File: config.mk
export PLATFORM = sky130hd
export DESIGN_NAME = vns_sqrt
export DESIGN_NICKNAME = d
export VERILOG_FILES = /design/src/rtl/core/vns_pkg.sv /design/src/rtl/core/vns_sqrt.sv
export SDC_FILE = /design/constraint.sdc
export NUM_CORES = 1
export LEC_CHECK = 0
export BUFFER_PORTS_ARGS = -buffer_cell sky130_fd_sc_hd__buf_4
export CORE_ASPECT_RATIO = 0.75
export CORE_UTILIZATION = 60
export CTS_BUF_LIST = sky130_fd_sc_hd__clkbuf_16
export CTS_CLUSTER_SIZE = 12
export DETAILED_ROUTE_END_ITERATION = 16
export PLACE_DENSITY = 0.8
export SYNTH_ARGS = -nofsm -noshare
export SYNTH_HDL_FRONTEND = slang
export SYNTH_SLANG_ARGS = --single-unit
File: constraint.sdc
create_clock -name clock -period 3.05 [get_ports clock]
set_input_delay 0.4575 -clock clock [delete_from_list [all_inputs] [get_ports clock]]
set_output_delay 0.4575 -clock clock [all_outputs]
set_load 0.02 [all_outputs]
File: src/rtl/core/vns_pkg.sv
`default_nettype none

package vns_pkg;

   // Default component width; the fixed-point scale does not change the datapath.
   localparam int COMPONENT_WIDTH_DEFAULT = 16;

endpackage

`default_nettype wire

File: src/rtl/core/vns_sqrt.sv
`default_nettype none

// Pipelined restoring square root, one result bit per stage, then a rounding stage.
module vns_sqrt #(
   parameter int COMPONENT_WIDTH = vns_pkg::COMPONENT_WIDTH_DEFAULT
) (
   input  logic                           clock,
   input  logic                           en,
   input  logic [2*COMPONENT_WIDTH-1:0]   rad_in,
   output logic [COMPONENT_WIDTH-1:0]     len_out
);

   localparam int W = COMPONENT_WIDTH;

   logic [2*W-1:0] rad_ff  [1:W];
   logic [W+1:0]   rem_ff  [1:W];
   logic [W-1:0]   root_ff [1:W];
   logic [W-1:0]   len_ff;

   for (genvar i = 0; i < W; i++) begin : g_step
      logic [2*W-1:0] rad_prev;
      logic [W+1:0]   rem_prev;
      logic [W-1:0]   root_prev;
      logic [W+1:0]   acc;
      logic [W+1:0]   trial;
      logic           take;

      if (i == 0) begin : g_first
         assign rad_prev  = rad_in;
         assign rem_prev  = '0;
         assign root_prev = '0;
      end else begin : g_rest
         assign rad_prev  = rad_ff[i];
         assign rem_prev  = rem_ff[i];
         assign root_prev = root_ff[i];
      end

      // remainder is at most 2*root, so the low W bits carry it
      assign acc   = {rem_prev[W-1:0], rad_prev[2*W-1 -: 2]};
      assign trial = {root_prev, 2'b01};
      assign take  = (acc >= trial);

      always_ff @(posedge clock) begin
         if (en) begin
            rad_ff[i+1]  <= rad_prev << 2;
            rem_ff[i+1]  <= take ? (acc - trial) : acc;
            root_ff[i+1] <= {root_prev[W-2:0], take};
         end
      end
   end

   // round to nearest: up when the remainder exceeds the floor root
   always_ff @(posedge clock) begin
      if (en) begin
         len_ff <= root_ff[W] + W'(rem_ff[W] > {2'b00, root_ff[W]});
      end
   end

   assign len_out = len_ff;

endmodule

`default_nettype wire

==> flow_summary.json, run 1 <==
{
  "ys_ff_latch": 634,
  "crit_type": "flop to flop",
  "place_ws_ps": 0.993,
  "avgSynthCellArea_sq_um": 13.1,
  "r2r-end": "len_out[8]",
  "cts-root-buf": "clkbuf_16",
  "cts_max_level": 3,
  "start_util_pct": 60.8,
  "grt_max_degree": 111,
  "synth_area_leaders": "edfxtp_1, ha_1, xnor2_1, inv_1, xor2_1",
  "worstSetupPathDepth": 14,
  "whs_path_depth": 1,
  "final_common_cell": "edfxtp_1",
  "drc": 0,
  "rsz0062_at_grt": "yes",
  "crit_fanout": 3,
  "clock_path_buffers": 3,
  "setup_violations": 0,
  "vias_per_cell": 5.77,
  "ys_async_sr_fraction_pct": 0,
  "globalplace.congestion": 0.923,
  "drt.antenna.violating_nets": 0,
  "hold_viol": 0,
  "fmax_mhz": 333,
  "crit_chain": "ha_4, nor2b_4, o21a_1, o21a_1, o211ai_1, a21o_1, a21oi_2, o31ai_1, a21oi_1, ha_2, ha_4, buf_6, and3_4, xnor2_2",
  "swShare_pct": 27.8,
  "synth-simple-area-share_pct": 9.30,
  "critPathTopFamily": "compound AO/OA/AOI/OAI gates",
  "cts_tree": "built",
  "drt_pass1_iterations": 8,
  "power.internal_mw": 17.3,
  "synth_edf_count": 634,
  "yosysWarnings": 0,
  "die_y_um": 195,
  "final_util_pct": 68.8,
  "maxCapViolations": 0,
  "cpMaxStageDelayCell": "edfxtp_1",
  "drtIter0Drc": 1792,
  "cts.sinks": 634,
  "port_buffers": 49,
  "synth-compound-area-share_pct": 9.14,
  "place_hpwl_um": 38100,
  "fin_crit_sh_pct": 98.5,
  "wl_um": 56800,
  "clock_power_share_pct": 30.6,
  "yosysSeqAreaShare_pct": 64.2,
  "worstPathArrival_ps": 3370,
  "max_stage_delay_ps": 440,
  "timing.final.ws_setup_ps": 44.8,
  "ff2ff_path_depth": 14,
  "design.portCount": 50,
  "cp.buffers_inverters": 1,
  "cts_buffers": 66,
  "synthesis.instances": 2258,
  "tightest_slew_ps": 706,
  "grt-ovfl-total": 0,
  "synthAdderAreaFrac_pct": 7.26,
  "core_sq_um": 48800,
  "power_density_nw_per_um2": 716,
  "grt_pass1_vias": 17700,
  "slew_headroom_pct": 52.5,
  "rr_startpoint": "rem_ff[0][289]",
  "diodes": 0,
  "grt_first_pass_wirelength_um": 91100,
  "tns_ps": 0,
  "dieArea_sq_um": 50300,
  "fin_nets": 2632,
  "hp-start": "rad_in[8]",
  "die_w_um": 259,
  "syn_to_final_growth_pct": 13.2,
  "clock_skew_ps": 21.0,
  "drive_gt1_share_pct": 11.0,
  "synth_top_family_by_area": "simple AND/OR/NAND/NOR gates",
  "hp-class": "input port to flop",
  "grtUsageTotal_pct": 23.0,
  "power_frac_seq_pct": 48.5,
  "synthMuxAreaShare_pct": 1.53,
  "outcome": "finished clean",
  "syn-cell-area_sq_um": 29600,
  "clk_latency_ps": 620,
  "synth.distinct_cells": 83,
  "irDropWorstVdd_mv": 0.840,
  "antenna_found_initial": 0,
  "cp.required_ps": 3410,
  "wl_per_cell_um": 18.3,
  "min_to": "rad_ff[0][38]",
  "rrSetupSlack_ps": 40,
  "p_sw_mw": 6.69,
  "start_kind": "flop",
  "netlist.area_leader.share_pct": 64.2,
  "syn_nets": 2464,
  "final_cell_mix": "edfxtp_1, inv_1, ha_1",
  "leakage_nw": 13.1,
  "rows": 70,
  "period_needed_ps": 3010,
  "vias": 17900,
  "synth_ff_type": "edfxtp_1",
  "synth_xor_area_share_pct": 5.32,
  "slew_viol_final": 0,
  "comb_power_share_pct": 20.9,
  "clk_pin_slew_ps": 60,
  "worstSetupEndpointType": "flop",
  "yosys.area.top_type": "edfxtp_1"
}
[timing repair]
action                                 in CTS  in global routing
resized for setup                           1                 32
setup endpoints to repair                   2                 36
pin swaps                                   0                 11
endpoints found under the hold margin      29                  0
hold buffers                               29                  0
setup buffers                               0                  4
gates cloned                                0                  0
[synth_stat cells (4+ instances only)]
master / n
edfxtp_1: 634
o211ai_1: 7
o41ai_1: 4
a21o_1: 30
buf_2: 14
nor3_1: 58
nor4_1: 22
nand3b_1: 7
and2_1: 10
o31ai_1: 20
or4_1: 7
a21oi_1: 120
mux2_2: 32
o21a_1: 41
o21bai_1: 12
nand3_1: 28
xnor2_1: 102
nand2_1: 138
or3_1: 16
inv_1: 215
nor2b_1: 29
o31a_1: 4
or2_2: 10
ha_1: 172
a31oi_1: 14
xor2_1: 78
nor2_1: 130
mux2i_1: 7
a211oi_1: 14
clkbuf_1: 12
nand4_1: 24
nand2b_1: 41
and3_1: 12
o21ai_0: 121
[cell type report]
cell class | instances | area, sq um
Tap cell | 648 | 811
Fill cell | 3215 | 15200
Inverter | 217 | 815
Clock buffer | 67 | 1680
Timing Repair Buffer | 129 | 1160
Clock inverter | 30 | 241
Multi-Input combinational cell | 1378 | 9800
Sequential cell | 634 | 19000
[metal layers]
metal  GRT usage (%)  part of all wire [%]  vias to the layer above
met3            5.18                   6.7                      111
met1            32.6                    45                     8560
met4            7.78                   2.5                        0
met5               0                     0                        -
met2            35.1                    45                      606
li1                -                     -                     8612
[worst max path at each step]
stage	startpoint	endpoint
finish	rem_ff[0][289]	len_out[8]
floorplan	root_ff[0][257]	len_out[12]
global route	rem_ff[0][289]	len_out[14]
global placement	root_ff[0][257]	len_out[12]
CTS	root_ff[0][257]	len_out[8]
detailed placement	root_ff[0][257]	len_out[14]
[registers in the layout (all words and copies together) (netlist names)]
register  cells
len_out      16
rad_ff      240
rem_ff      242
root_ff     136
[power by group through the flow]
| stage | sequential (mW) | clock, mW | combinational, mW |
|---|---|---|---|
| floorplan | 11.6 | 0 | 3.40 |
| global placement | 11.8 | 0 | 4.52 |
| detailed placement | 11.8 | 0 | 4.74 |
| CTS | 11.6 | 7.49 | 4.83 |
| global route | 11.8 | 7.81 | 5.52 |
| finish | 11.7 | 7.36 | 5.01 |
[through the flow]
stage               area (sq um)  power [mW]  std cells  hold slack (ps)
floorplan                  29600        15.0       2258              400
global placement           31200        16.3       2973              400
detailed placement         31200        16.5       2973              405
CTS                        33400        24.0       3099             3.88
global route               33500        25.1       3103             4.62
finish                     33500        24.0       3103             37.6
[logic make-up (layout without fill, tap and decap cells)]
| family | count (synthesis) | after routing |
|---|---|---|
| other cells | 1 | 1 |
| flops | 634 | 634 |
| compound gates | 431 | 431 |
| buf+inv | 246 | 443 |
| simple gates | 553 | 553 |
| fa+ha+maj | 172 | 172 |
| mux | 41 | 41 |
| xor+xnor | 180 | 180 |
Note: power is estimated with default switching activity, not from simulation.
==> run 2: changes to the inputs <==
clock period = 2.94 ns   (was 3.05 ns; I/O delays follow)
==> run 2 against run 1 <==
  * Combinational power increased by 7.0%
  * Die area did not move
  * Sequential power up 3%
  * Critical path type unchanged
  * Critical endpoint is now len_out[13]
  * First-iteration DRC count decreased by 19%
  * Sequential share of layout area down 0.15 points
  * Hold slack better by 61 ps
  * Clock power is 5.8% lower
  * Via count decreased by 0.28%
  * Register-to-register slack worse by 20 ps
  * Final cell count increased by 0.39%
==> flow_summary.json, run 2 (synthesized netlist as in run 1, its figures left out) <==
{
  "fin_nets": 2647,
  "place_hpwl_um": 38300,
  "core_sq_um": 48800,
  "cts_max_level": 2,
  "final_util_pct": 69.0,
  "grt-ovfl-total": 0,
  "die_y_um": 195,
  "slew_headroom_pct": 44.9,
  "globalplace.congestion": 0.927,
  "drtIter0Drc": 1446,
  "grt_pass1_vias": 17600,
  "hold_viol": 0,
  "outcome": "finished clean",
  "power_density_nw_per_um2": 725,
  "clock_skew_ps": 16.7,
  "tightest_slew_ps": 820,
  "worstPathArrival_ps": 3290,
  "slew_viol_final": 0,
  "swShare_pct": 27.7,
  "clk_pin_slew_ps": 60,
  "start_kind": "flop",
  "drt.antenna.violating_nets": 0,
  "irDropWorstVdd_mv": 0.588,
  "start_util_pct": 60.8,
  "antenna_found_initial": 0,
  "dieArea_sq_um": 50300,
  "rsz0062_at_grt": "yes",
  "grt_first_pass_wirelength_um": 89500,
  "diodes": 0,
  "drc": 0,
  "cts-root-buf": "clkbuf_16",
  "leakage_nw": 13.1,
  "p_sw_mw": 6.74,
  "cp.required_ps": 3310,
  "final_common_cell": "edfxtp_1",
  "vias_per_cell": 5.73,
  "period_needed_ps": 2920,
  "vias": 17800,
  "grt_max_degree": 97,
  "power_frac_seq_pct": 49.6,
  "cts_buffers": 61,
  "power.internal_mw": 17.6,
  "clk_latency_ps": 630,
  "comb_power_share_pct": 22.0,
  "design.portCount": 50,
  "top_register": "rem_ff",
  "drt_pass1_iterations": 5,
  "setup_violations": 0,
  "worstSetupEndpointType": "flop",
  "tns_ps": 0,
  "port_buffers": 49,
  "fin_crit_sh_pct": 99.3,
  "wl_per_cell_um": 17.9,
  "rrSetupSlack_ps": 20,
  "fmax_mhz": 343,
  "final_cell_mix": "edfxtp_1, inv_1, ha_1",
  "clock_path_buffers": 3,
  "top_regs": "rem_ff: 242 flops, rad_ff: 240 flops, root_ff: 136 flops",
  "maxCapViolations": 0,
  "cts_tree": "built",
  "die_w_um": 259,
  "syn_to_final_growth_pct": 13.5,
  "grtUsageTotal_pct": 22.3,
  "crit_fanout": 3,
  "crit_type": "flop to flop",
  "rows": 70,
  "largest_reg_flops": 242,
  "cts.sinks": 634,
  "wl_um": 55700,
  "hp-class": "input port to flop",
  "drive_gt1_share_pct": 11.7,
  "clock_power_share_pct": 28.4
}
-- run 2: worst paths after layout --
kind / start / end / depth (start not counted)
setup / recovery: rem_ff[0][289] / len_out[13] / 15
hold / removal: rad_in[31] / root_ff[0][16] / 2
setup reg to reg: rem_ff[0][289] / len_out[13] / 15
hold reg to reg: rad_ff[0][297] / rad_ff[0][329] / 0
-- run 2: area by class of cell --
class,instances,area [sq um]
Sequential cell,634,19000
Fill cell,3262,15100
Multi-Input combinational cell,1378,9900
Clock buffer,62,1550
Timing Repair Buffer,149,1370
Inverter,217,815
Tap cell,648,811
Clock inverter,27,156
-- run 2: through the flow --
| stage | cell area (sq um) | hold WS (ps) | instances | worst slack (ps) | power (mW) |
|---|---|---|---|---|---|
| floorplan | 29600 | 400 | 2258 | 251 | 15.6 |
| global placement | 31300 | 400 | 2991 | 93.2 | 17.0 |
| detailed placement | 31300 | 405 | 2991 | -44.4 | 17.2 |
| CTS | 33400 | 56.3 | 3108 | -34.7 | 24.2 |
| global route | 33600 | 82.5 | 3115 | -134 | 25.5 |
| finish | 33600 | 98.5 | 3115 | 20.7 | 24.4 |
-- run 2: power groups by stage --
stage	Combinational, mW	Clock [mW]	Sequential (mW)
final	5.36	6.93	12.1
after global routing	5.90	7.39	12.2
after CTS	5.11	7.05	12.1
after detailed placement	4.98	0	12.2
after global placement	4.77	0	12.2
after floorplan	3.53	0	12.0
-- run 2: per-layer routing --
metal / GRT usage [%] / share of wire (%) / up-vias
li1: - / - / 8626
met1: 32.1 / 46 / 8541
met2: 35.3 / 46 / 590
met3: 3.99 / 6.4 / 82
met4: 5.76 / 1.8 / 0
met5: 0 / 0 / -
-- run 2: worst max-delay path, stage by stage (launching register included) --
cell and delay, ps:
edfxtp_1 420, ha_4 290, nor2b_1 120, o21a_1 130, o21a_1 110, o211ai_1 90, a21o_1 190, a21oi_2 150
o31ai_2 80, a21oi_1 150, ha_2 240, buf_6 120, nand3_4 80, nor2_4 210, nand4_1 140, xnor2_1 150
-- run 2: what timing repair did --
action / in CTS / in global routing
pin swaps: 10 / 20
gates resized for setup: 16 / 34
hold buffers: 30 / 0
hold endpoints to repair: 30 / 0
buffers inserted: 0 / 7
endpoints found under the setup margin: 10 / 74
